## src/value_to_color_map_defines.svh

```systemverilog
// assertion macros for the value_to_color_map block
// used by the top level only; expects clk and arst_n in scope
`ifndef VALUE_TO_COLOR_MAP_DEFINES_SVH
`define VALUE_TO_COLOR_MAP_DEFINES_SVH

// same-cycle implication, ignored during reset
`define V2CM_ASSERT_NOW(label, ante, cons) \
	label: assert property (@(posedge clk) disable iff (!arst_n) (ante) |-> (cons)) \
		else $error("v2cm same-cycle check failed");

// next-cycle implication, ignored during reset
`define V2CM_ASSERT_NEXT(label, ante, cons) \
	label: assert property (@(posedge clk) disable iff (!arst_n) (ante) |=> (cons)) \
		else $error("v2cm next-cycle check failed");

`endif

```

## src/v2cm_pkg.sv

```systemverilog
// shared types, codes, constants and palettes of the value_to_color_map block
// no dependencies
package v2cm_pkg;

	localparam int FRAC_BITS = 16;
	localparam int ONE       = 1 << FRAC_BITS;
	localparam int VALUE_W   = 18;
	localparam int POINT_W   = 17;
	localparam int SCALE_W   = 3;
	localparam int ARGB_W    = 32;
	localparam int SW        = 20;   // mirrored scalar and points
	localparam int XW        = 28;   // scaled band terms
	localparam int PW        = 48;   // products
	localparam int QLEVELS   = 15;   // quantizer thresholds
	localparam int PSTEPS    = 9;    // palette thresholds, largest palette minus one

	// color scale codes
	localparam logic [SCALE_W-1:0] SC_CLASSIC = 3'd0;
	localparam logic [SCALE_W-1:0] SC_RAINBOW = 3'd1;
	localparam logic [SCALE_W-1:0] SC_PURPLE  = 3'd2;
	localparam logic [SCALE_W-1:0] SC_BLUERED = 3'd3;
	localparam logic [SCALE_W-1:0] SC_GREY    = 3'd4;
	localparam logic [SCALE_W-1:0] SC_MONO    = 3'd5;

	// register indexes
	localparam logic [1:0] REG_SCALE = 2'd0;
	localparam logic [1:0] REG_BLUE  = 2'd1;
	localparam logic [1:0] REG_RED   = 2'd2;

	localparam logic [ARGB_W-1:0] ARGB_MISS_GREY  = 32'h0000_0000;
	localparam logic [ARGB_W-1:0] ARGB_MISS_OTHER = 32'h007F_7F7F;
	localparam logic [ARGB_W-1:0] ARGB_BLACK      = 32'hFF00_0000;

	typedef logic signed [SW-1:0] sval_t;
	typedef logic signed [XW-1:0] xval_t;
	typedef logic signed [PW-1:0] prod_t;

	typedef enum logic [2:0] {
		BAND_NONE, BAND_1, BAND_2, BAND_3, BAND_4, BAND_5, BAND_6
	} band_t;

	typedef struct packed {
		logic                 missing;
		logic [SCALE_W-1:0]   scale;
		band_t                band;
		logic                 qd_zero;
		logic                 pden_zero;
		logic                 pnum_zero;
	} ctl_t;

	function automatic logic [23:0] pal_rainbow(input logic [3:0] i);
		logic [23:0] c;
		case (i)
			4'd0: c = 24'h3333DD;
			4'd1: c = 24'h3388DD;
			4'd2: c = 24'h22CCDD;
			4'd3: c = 24'h22CCBB;
			4'd4: c = 24'h22DD88;
			4'd5: c = 24'h88DD22;
			4'd6: c = 24'hBBCC22;
			4'd7: c = 24'hDDCC22;
			4'd8: c = 24'hDD8833;
			default: c = 24'hDD3333;
		endcase
		return c;
	endfunction

	function automatic logic [23:0] pal_grey(input logic [2:0] i);
		logic [23:0] c;
		case (i)
			3'd0: c = 24'h000000;
			3'd1: c = 24'h444444;
			3'd2: c = 24'h777777;
			3'd3: c = 24'hAAAAAA;
			3'd4: c = 24'hCCCCCC;
			3'd5: c = 24'hEEEEEE;
			default: c = 24'hFFFFFF;
		endcase
		return c;
	endfunction

	function automatic logic [23:0] pal_bluered(input logic [2:0] i);
		logic [23:0] c;
		case (i)
			3'd0: c = 24'h4575B4;
			3'd1: c = 24'h91BFDB;
			3'd2: c = 24'hE0F3F8;
			3'd3: c = 24'hFFFFBF;
			3'd4: c = 24'hFEE090;
			3'd5: c = 24'hFC8D59;
			default: c = 24'hD73027;
		endcase
		return c;
	endfunction

	function automatic logic [23:0] pal_purple(input logic [2:0] i);
		logic [23:0] c;
		case (i)
			3'd0: c = 24'h542788;
			3'd1: c = 24'h998EC3;
			3'd2: c = 24'hD8DAEB;
			3'd3: c = 24'hF7F7F7;
			3'd4: c = 24'hFEE0B6;
			3'd5: c = 24'hF1A340;
			default: c = 24'hB35806;
		endcase
		return c;
	endfunction

endpackage

```

## src/v2cm_color.sv

```systemverilog
// stage 4: threshold compares, quantized channels, palette lookup, final color
// depends on v2cm_pkg
module v2cm_color (
	input  logic            clk,
	input  logic            adv4,
	input  v2cm_pkg::ctl_t  ctl_s3,
	input  v2cm_pkg::prod_t qp_s3,
	input  v2cm_pkg::prod_t qt_s3 [v2cm_pkg::QLEVELS],
	input  v2cm_pkg::prod_t pp_s3,
	input  v2cm_pkg::prod_t pt_s3 [v2cm_pkg::PSTEPS],
	output logic [v2cm_pkg::ARGB_W-1:0] argb_s4
);

	logic [3:0] lvl, idx, top_idx;
	logic [7:0] q, rd, gr, bl;
	logic [v2cm_pkg::ARGB_W-1:0] col;

	always_comb begin
		// thresholds rise with k, so the last one met gives the level
		lvl = '0;
		for (int k = 0; k < v2cm_pkg::QLEVELS; k++) begin
			if (qp_s3 >= qt_s3[k]) lvl = 4'(k + 1);
		end
		q = ctl_s3.qd_zero ? 8'hFF : {lvl, lvl};

		top_idx = (ctl_s3.scale == v2cm_pkg::SC_RAINBOW) ? 4'd9 : 4'd6;
		idx = '0;
		for (int k = 0; k < v2cm_pkg::PSTEPS; k++) begin
			if (pp_s3 > pt_s3[k] && 4'(k + 1) <= top_idx) idx = 4'(k + 1);
		end
		// zero span with value on the point: middle entry
		if (ctl_s3.pden_zero && ctl_s3.pnum_zero) begin
			idx = (ctl_s3.scale == v2cm_pkg::SC_RAINBOW) ? 4'd4 : 4'd3;
		end

		rd = '0;
		gr = '0;
		bl = '0;
		case (ctl_s3.band)
			v2cm_pkg::BAND_1: begin rd = q;     bl = 8'hFF; end
			v2cm_pkg::BAND_2: begin gr = q;     bl = 8'hFF; end
			v2cm_pkg::BAND_3: begin gr = 8'hFF; bl = q;     end
			v2cm_pkg::BAND_4: begin gr = 8'hFF; rd = q;     end
			v2cm_pkg::BAND_5: begin gr = q;     rd = 8'hFF; end
			v2cm_pkg::BAND_6: begin rd = 8'hFF; bl = q;     end
			default: ;
		endcase

		case (ctl_s3.scale) inside
			v2cm_pkg::SC_CLASSIC: col = {8'hFF, rd, gr, bl};
			v2cm_pkg::SC_RAINBOW: col = {8'hFF, v2cm_pkg::pal_rainbow(idx)};
			v2cm_pkg::SC_PURPLE:  col = {8'hFF, v2cm_pkg::pal_purple(idx[2:0])};
			v2cm_pkg::SC_BLUERED: col = {8'hFF, v2cm_pkg::pal_bluered(idx[2:0])};
			v2cm_pkg::SC_GREY, v2cm_pkg::SC_MONO:
				col = {8'hFF, v2cm_pkg::pal_grey(idx[2:0])};
			default: col = v2cm_pkg::ARGB_BLACK;
		endcase

		if (ctl_s3.missing) begin
			col = (ctl_s3.scale == v2cm_pkg::SC_GREY || ctl_s3.scale == v2cm_pkg::SC_MONO)
				? v2cm_pkg::ARGB_MISS_GREY : v2cm_pkg::ARGB_MISS_OTHER;
		end
	end

	always_ff @(posedge clk) begin
		if (adv4) argb_s4 <= col;
	end

endmodule

```

## config.mk

```make
export PLATFORM = sky130hd
export DESIGN_NAME = v2cm_color
export DESIGN_NICKNAME = d
export VERILOG_FILES = /design/src/value_to_color_map_defines.svh /design/src/v2cm_pkg.sv /design/src/v2cm_color.sv
export SDC_FILE = /design/constraint.sdc
export NUM_CORES = 2
export LEC_CHECK = 0
export BUFFER_PORTS_ARGS = -buffer_cell sky130_fd_sc_hd__buf_2
export CORE_AREA = 5 5 507 509
export DETAILED_ROUTE_END_ITERATION = 16
export DIE_AREA = 0 0 512 514
export HOLD_SLACK_MARGIN = 0.15
export PLACE_DENSITY = 0.4
export SLEW_MARGIN = 20
export SYNTH_ARGS = -nofsm -noshare
export SYNTH_HDL_FRONTEND = slang
export SYNTH_SLANG_ARGS = --single-unit
```

## constraint.sdc

```tcl
create_clock -name clk -period 11.88 [get_ports clk]
set_input_delay 2.376 -clock clk [delete_from_list [all_inputs] [get_ports clk]]
set_output_delay 2.376 -clock clk [all_outputs]
set_load 0.005 [all_outputs]
```

; Yosys cells after proc, flatten, opt, wreduce, memory -nomap -nowiden
; Memory sizes are Yosys's and may differ from the RTL's.
; Cells that the tools add are included.
[word_totals]
reg_bits = 32
romBits = 384
input_bits = 1260
output_inout_bits = 32
elab_cells = 112
n_memories = 1
[op_classes]
order_cmp = 33
n_eq_ne = 16
mux = 41
n_reduce_logical = 20
[memory_table]
columns = name, words, word_bits, read_ports, rd_ports_with_merged_regs, write_ports, line_no
row1 = (name not given), 16, 24, 1, 0, 0, v2cm_pkg.sv:53  ; case (i)
[ops]
columns = cell, n
row1 = $ge 48x48->1, 15
row2 = $gt 48x48->1, 9
row3 = $pmux 24 s6, 3
row4 = $mux 24, 5
row5 = $mux 4, 17
row6 = $pmux 8 s2, 3
row7 = $mux 32, 1
row8 = $mux 23, 1
row9 = $eq 3x3->1 const B, 7
row10 = $eq 3x2->1 const B, 6
row11 = $le 3x4->1 const A, 4
row12 = $mux 3, 5
row13 = $reduce_or 2->1, 7
row14 = $logic_and 1x1->1, 10
row15 = $eq 3x1->1 const B, 3
row16 = $le 2x4->1 const A, 2
row17 = $le 4x4->1 const A, 2
row18 = $mux 8, 1
row19 = $logic_not 3->1, 2
row20 = $mux 2, 3
row21 = $le 1x4->1 const A, 1
row22 = $mux 1, 2
row23 = $logic_or 1x1->1, 1

; Longest topological paths before layout
[logic_depth]
depth_word = 22
mapped_depth = 20
ltp_nobuf = 18

; Worst setup path after synthesis
; No wires, ideal clock.
[synth_path]
kind = input port to flip-flop
startpoint = input port pt_s3[35] (netlist bit)
endpoint = register argb_s4[8] (netlist bit), data pin
arrival_time_ns = 6.357
required_time_ns = 11.619
path_slack_ns = 5.262
stages = 18
n_path_buf = 2
cell_sequence = inv_1 > ha_1 > a21o_1 > a221o_1 > a221o_1 > o2bb2ai_2 > or4_1 > and3_2 > or3b_4 > nand4b_4 > and3_1 > buf_6 > clkinv_4 > ha_1 > clkbuf_1 > o31a_1 > a311o_1 > a221o_1
[synth_between]
elab_chain_len = 12
elab_cells_between_ends = 20
cone_classes = 1 x order compare / 5 x eq/ne / 11 x mux / 2 x reduce/logical / 1 x memory
[synth_rtl]
columns = element, line_no
row1 = from (decl), v2cm_color.sv:10  ; input v2cm_pkg::prod_t pt_s3 [v2cm_pkg::PSTEPS],
row2 = $gt 48x48->1 (*), v2cm_color.sv:29  ; if (pp_s3 > pt_s3[k] && 4'(k + 1) <= top_idx) idx = 4'(k + 1);
row3 = $logic_and 1x1->1 (*), v2cm_color.sv:29
row4 = $mux 4 (*), v2cm_color.sv:29
row5 = $mux 4 (*), v2cm_color.sv:32  ; if (ctl_s3.pden_zero && ctl_s3.pnum_zero) begin
row6 = $eq 3x3->1 (tied with other cells), "v2cm_pkg.sv:70, v2cm_pkg.sv:84, v2cm_pkg.sv:98"
row7 = $pmux 24 s6, v2cm_pkg.sv:70  ; case (i)
row8 = $mux 24 (3 in a row), v2cm_color.sv:49  ; case (ctl_s3.scale) inside
row9 = $mux 24 (*) (2 in a row), v2cm_color.sv:49
row10 = $mux 32 (*), v2cm_color.sv:59  ; if (ctl_s3.missing) begin
row11 = net col (one bit), v2cm_color.sv:16  ; logic [v2cm_pkg::ARGB_W-1:0] col;
row12 = to (signal assigned), v2cm_color.sv:66  ; if (adv4) argb_s4 <= col;
row13 = to (decl), v2cm_color.sv:11  ; output logic [v2cm_pkg::ARGB_W-1:0] argb_s4
; Mark *: on every way through the listed nets, which the timed path passes. The rest lies on a longest branch.
; A chain may end at the register's enable or synchronous reset.

; Worst setup path in the final report
[layout_path]
startpoint = input port qp_s3[21]
endpoint = register argb_s4[20] (netlist bit), data pin
[layout_between]
elab_chain_len = 20
elab_cells_between_ends = 34
cone_classes = 15 x order compare / 19 x mux
[layout_rtl]
columns = element, line_no
row1 = from (decl), v2cm_color.sv:7  ; input v2cm_pkg::prod_t qp_s3,
row2 = $ge 48x48->1, v2cm_color.sv:22  ; if (qp_s3 >= qt_s3[k]) lvl = 4'(k + 1);
row3 = $mux 1, v2cm_color.sv:22
row4 = $mux 2, v2cm_color.sv:22
row5 = $mux 4 (12 in a row), v2cm_color.sv:22
row6 = $mux 4 (*), v2cm_color.sv:22
row7 = $mux 8 (*), v2cm_color.sv:24  ; q = ctl_s3.qd_zero ? 8'hFF : {lvl, lvl};
row8 = $pmux 8 s2 (*), v2cm_color.sv:39  ; case (ctl_s3.band)
row9 = $mux 24 (*), v2cm_color.sv:49
row10 = $mux 32 (*), v2cm_color.sv:59
row11 = net col (one bit), v2cm_color.sv:16
; Marks and branches as above.

==> results.md <==
* Status: completed
* PostCTS Resize Cnt at 0
* WP data required at 11.85 ns
* Mapped Cells at 4479
* Worst Setup Start Kind: primary input
* H-Tree Level Count at 1
* CTS Hold Bufs at 0
* Worst-margin pin slew at 1.287 ns
* Routing usage on met1 at 0.2221
* Placement Setup Slack at 2.478 ns
* Synthesis Warnings at 0
* Setup bufs post-CTS at 0
* Max Slew Vio Count at 0
* Die area at 0.2632 sq mm
* Met2 Use GR at 0.2845
* Biggest regs: argb_s4 x25
* Initial DRC Count at 2477
* Dpl cells at 9144
* Main synth FF type: edfxtp_1
* Netlist Area Pre-Place at 0.03207 sq mm
* Starting Density at 0.1270
* Critical path arrival at 8.83 ns
* Post-route setup slack at 3.020 ns
* TNS Setup at 0 ns
* GR peak layer: met2
* Number of flops mapped to enable cells by yosys at 25
* First-pass GRT wire length at 317000 um
* Seq/Total Area, Yosys at 0.02341
* Top Ports at 1292
* Tmin final at 8.860 ns
* Grt total ovfl at 0
* Peak Freq at 0.1129 GHz
* Nature of the critical path endpoint: flop
* Vias in the first global route at 40030
* RSZ-0062 raised after global routing: no
* P&R area growth vs syn at 34.70%
* Finished Layout Cells at 9211
* Longest Clk Path Bufs at 2
* Die width at 512 um
* Mean Syn Cell Area at 7.159 sq um
* Number of port buffers at 1291
* Drt total wl at 237000 um
* Crit-path max cell delay at 0.95 ns
* Final net count at 8201
* Via count at 39200
* Critical-path cell list: buf_2, ha_1, a21o_1, a21o_1, a221oi_1, o22ai_1, or4_1, a21oi_1, o21ai_0, a221oi_1, o221ai_1, o21ai_0, nor2_1, a2111oi_0, a21oi_1
* Top Family by Delay on Critical Path: compound AO/OA/AOI/OAI gates
* Number of antenna violations at the first check in global routing at 139
* Final setup fails at 0
* Max FFs per register at 25
* CP max FO at 15
* Yosys cell types at 90
* WL/cell at 25.73 um
* Num CTS Buffers at 3
* PwrDens at 42.54 mW/mm^2
* GR Util met3 at 0.03132
* Largest Register: argb_s4
* Tightest Hold Check Type: in2reg
* Root Buffer Master: clkbuf_16
* Rel. slew slack at 0.1344
* Fin crit share at 0.7458
* CTS tree: done
* Routability cong. at 0.9487
* Kind of critical path: in2reg
* Asr flop ratio synth at 0
* Row Count at 185
* Critical path buffers and inverters at 1
* Fraction of layout cells with a size suffix above 1 at 0.2388
* Core area at 0.2525 sq mm
* Synth Register Bits at 25
* ANT nets after route at 0
* Largest net degree at the start of global routing at 26
* Clock transition at path regs at 0.08 ns
* DPL Wire Length at 214200 um
* # clock sinks at 25
* Via density at 4.256
* Overall Global Routing Usage at 0.1702
* Die height at 514 um
* Max VDD drop at 0.04144 mV
* Maxcap violations at 0
* # DRC at 0
* Pre-Repair DR Iteration Count at 6
* Endpoints failing hold at 0
* Leakage Power at 24.93 nW
* Slowest cell on the critical path: a221oi_1
* Post-Syn Nets at 6897
==> kinds of logic (layout without fill, tap and decap cells) <==
| logic type | after synthesis | in the layout | share of synthesized area |
|---|---|---|---|
| fa+ha+maj | 1158 | 1158 | 0.4518 |
| flops | 25 | 25 | 0.02341 |
| simple gates | 985 | 985 | 0.1599 |
| other cells | 0 | 63 | 0 |
| mux | 13 | 13 | 0.004331 |
| compound gates | 1089 | 1089 | 0.2173 |
| xor+xnor | 3 | 3 | 0.0008196 |
| buf+inv | 1206 | 2509 | 0.1424 |
==> stage by stage <==
step	hold slack, ns	utilization	power [mW]	area, sq um
after floorplan	2.489	-	0.9230	32070
after global placement	2.853	0.1699	1.744	42910
after detailed placement	2.869	0.1701	1.753	42950
after CTS	2.562	0.1704	1.848	43040
after global routing	2.598	0.1706	2.026	43100
final	2.564	0.1710	1.838	43190
==> cell usage in the layout (no fill, tap or decap), types with 64 or more instances in the layout <==
cell | synthesis | final
buf_2 | 1 | 1291
nand3_1 | 108 | 108
nand4_1 | 192 | 192
a21o_1 | 116 | 116
nor2_1 | 149 | 149
nor3_1 | 68 | 64
ha_1 | 1158 | 1158
o21ai_0 | 194 | 192
a21oi_1 | 390 | 390
inv_1 | 1181 | 1181
nand2_1 | 252 | 252
==> power breakdown <==
group,switching (mW),internal [mW]
Combinational,1.00,0.620
Sequential,0.0153,0.113
Clock,0.0392,0.0461
==> final timing paths <==
path / startpoint / to / slack, ns / cells after the start
max: qp_s3[21] / argb_s4[20] / 3.02 / 15
min: ctl_s3[8] / argb_s4[16] / 2.56 / 2
==> cell usage after synthesis (29+ instances only) <==
cell type | count | area share
inv_1 | 1181 | 0.14
ha_1 | 1158 | 0.45
a21oi_1 | 390 | 0.061
nand2_1 | 252 | 0.029
o21ai_0 | 194 | 0.030
nand4_1 | 192 | 0.037
nor2_1 | 149 | 0.017
a21o_1 | 116 | 0.027
nand3_1 | 108 | 0.017
nor3_1 | 68 | 0.011
a211oi_1 | 55 | 0.013
nor2b_1 | 44 | 0.0086
o21a_1 | 40 | 0.0094
nor4_1 | 39 | 0.0076
o211ai_1 | 39 | 0.0091
and4_1 | 34 | 0.0093
a221oi_1 | 29 | 0.0079
==> area by class of cell <==
cell class / instances / area, sq um
fillers: 29040 / 209300
diodes: 63 / 157.7
well taps: 3366 / 4212
flip-flops and latches: 25 / 750.7
clock inverters: 1 / 7.507
inverters: 1184 / 4449
multi-input cells: 3248 / 26850
repair buffers: 1321 / 6686
clock buffers: 3 / 75.07
==> layer usage <==
metal  routed length, um  up-vias  part of all wire
met1              105500    18640              0.44
met4                8308       94             0.035
li1                    -    18550                 -
met2              107900     1563              0.46
met3               14720      347             0.062
met5                 580        -            0.0024
Note: power is estimated with default switching activity, not from simulation.
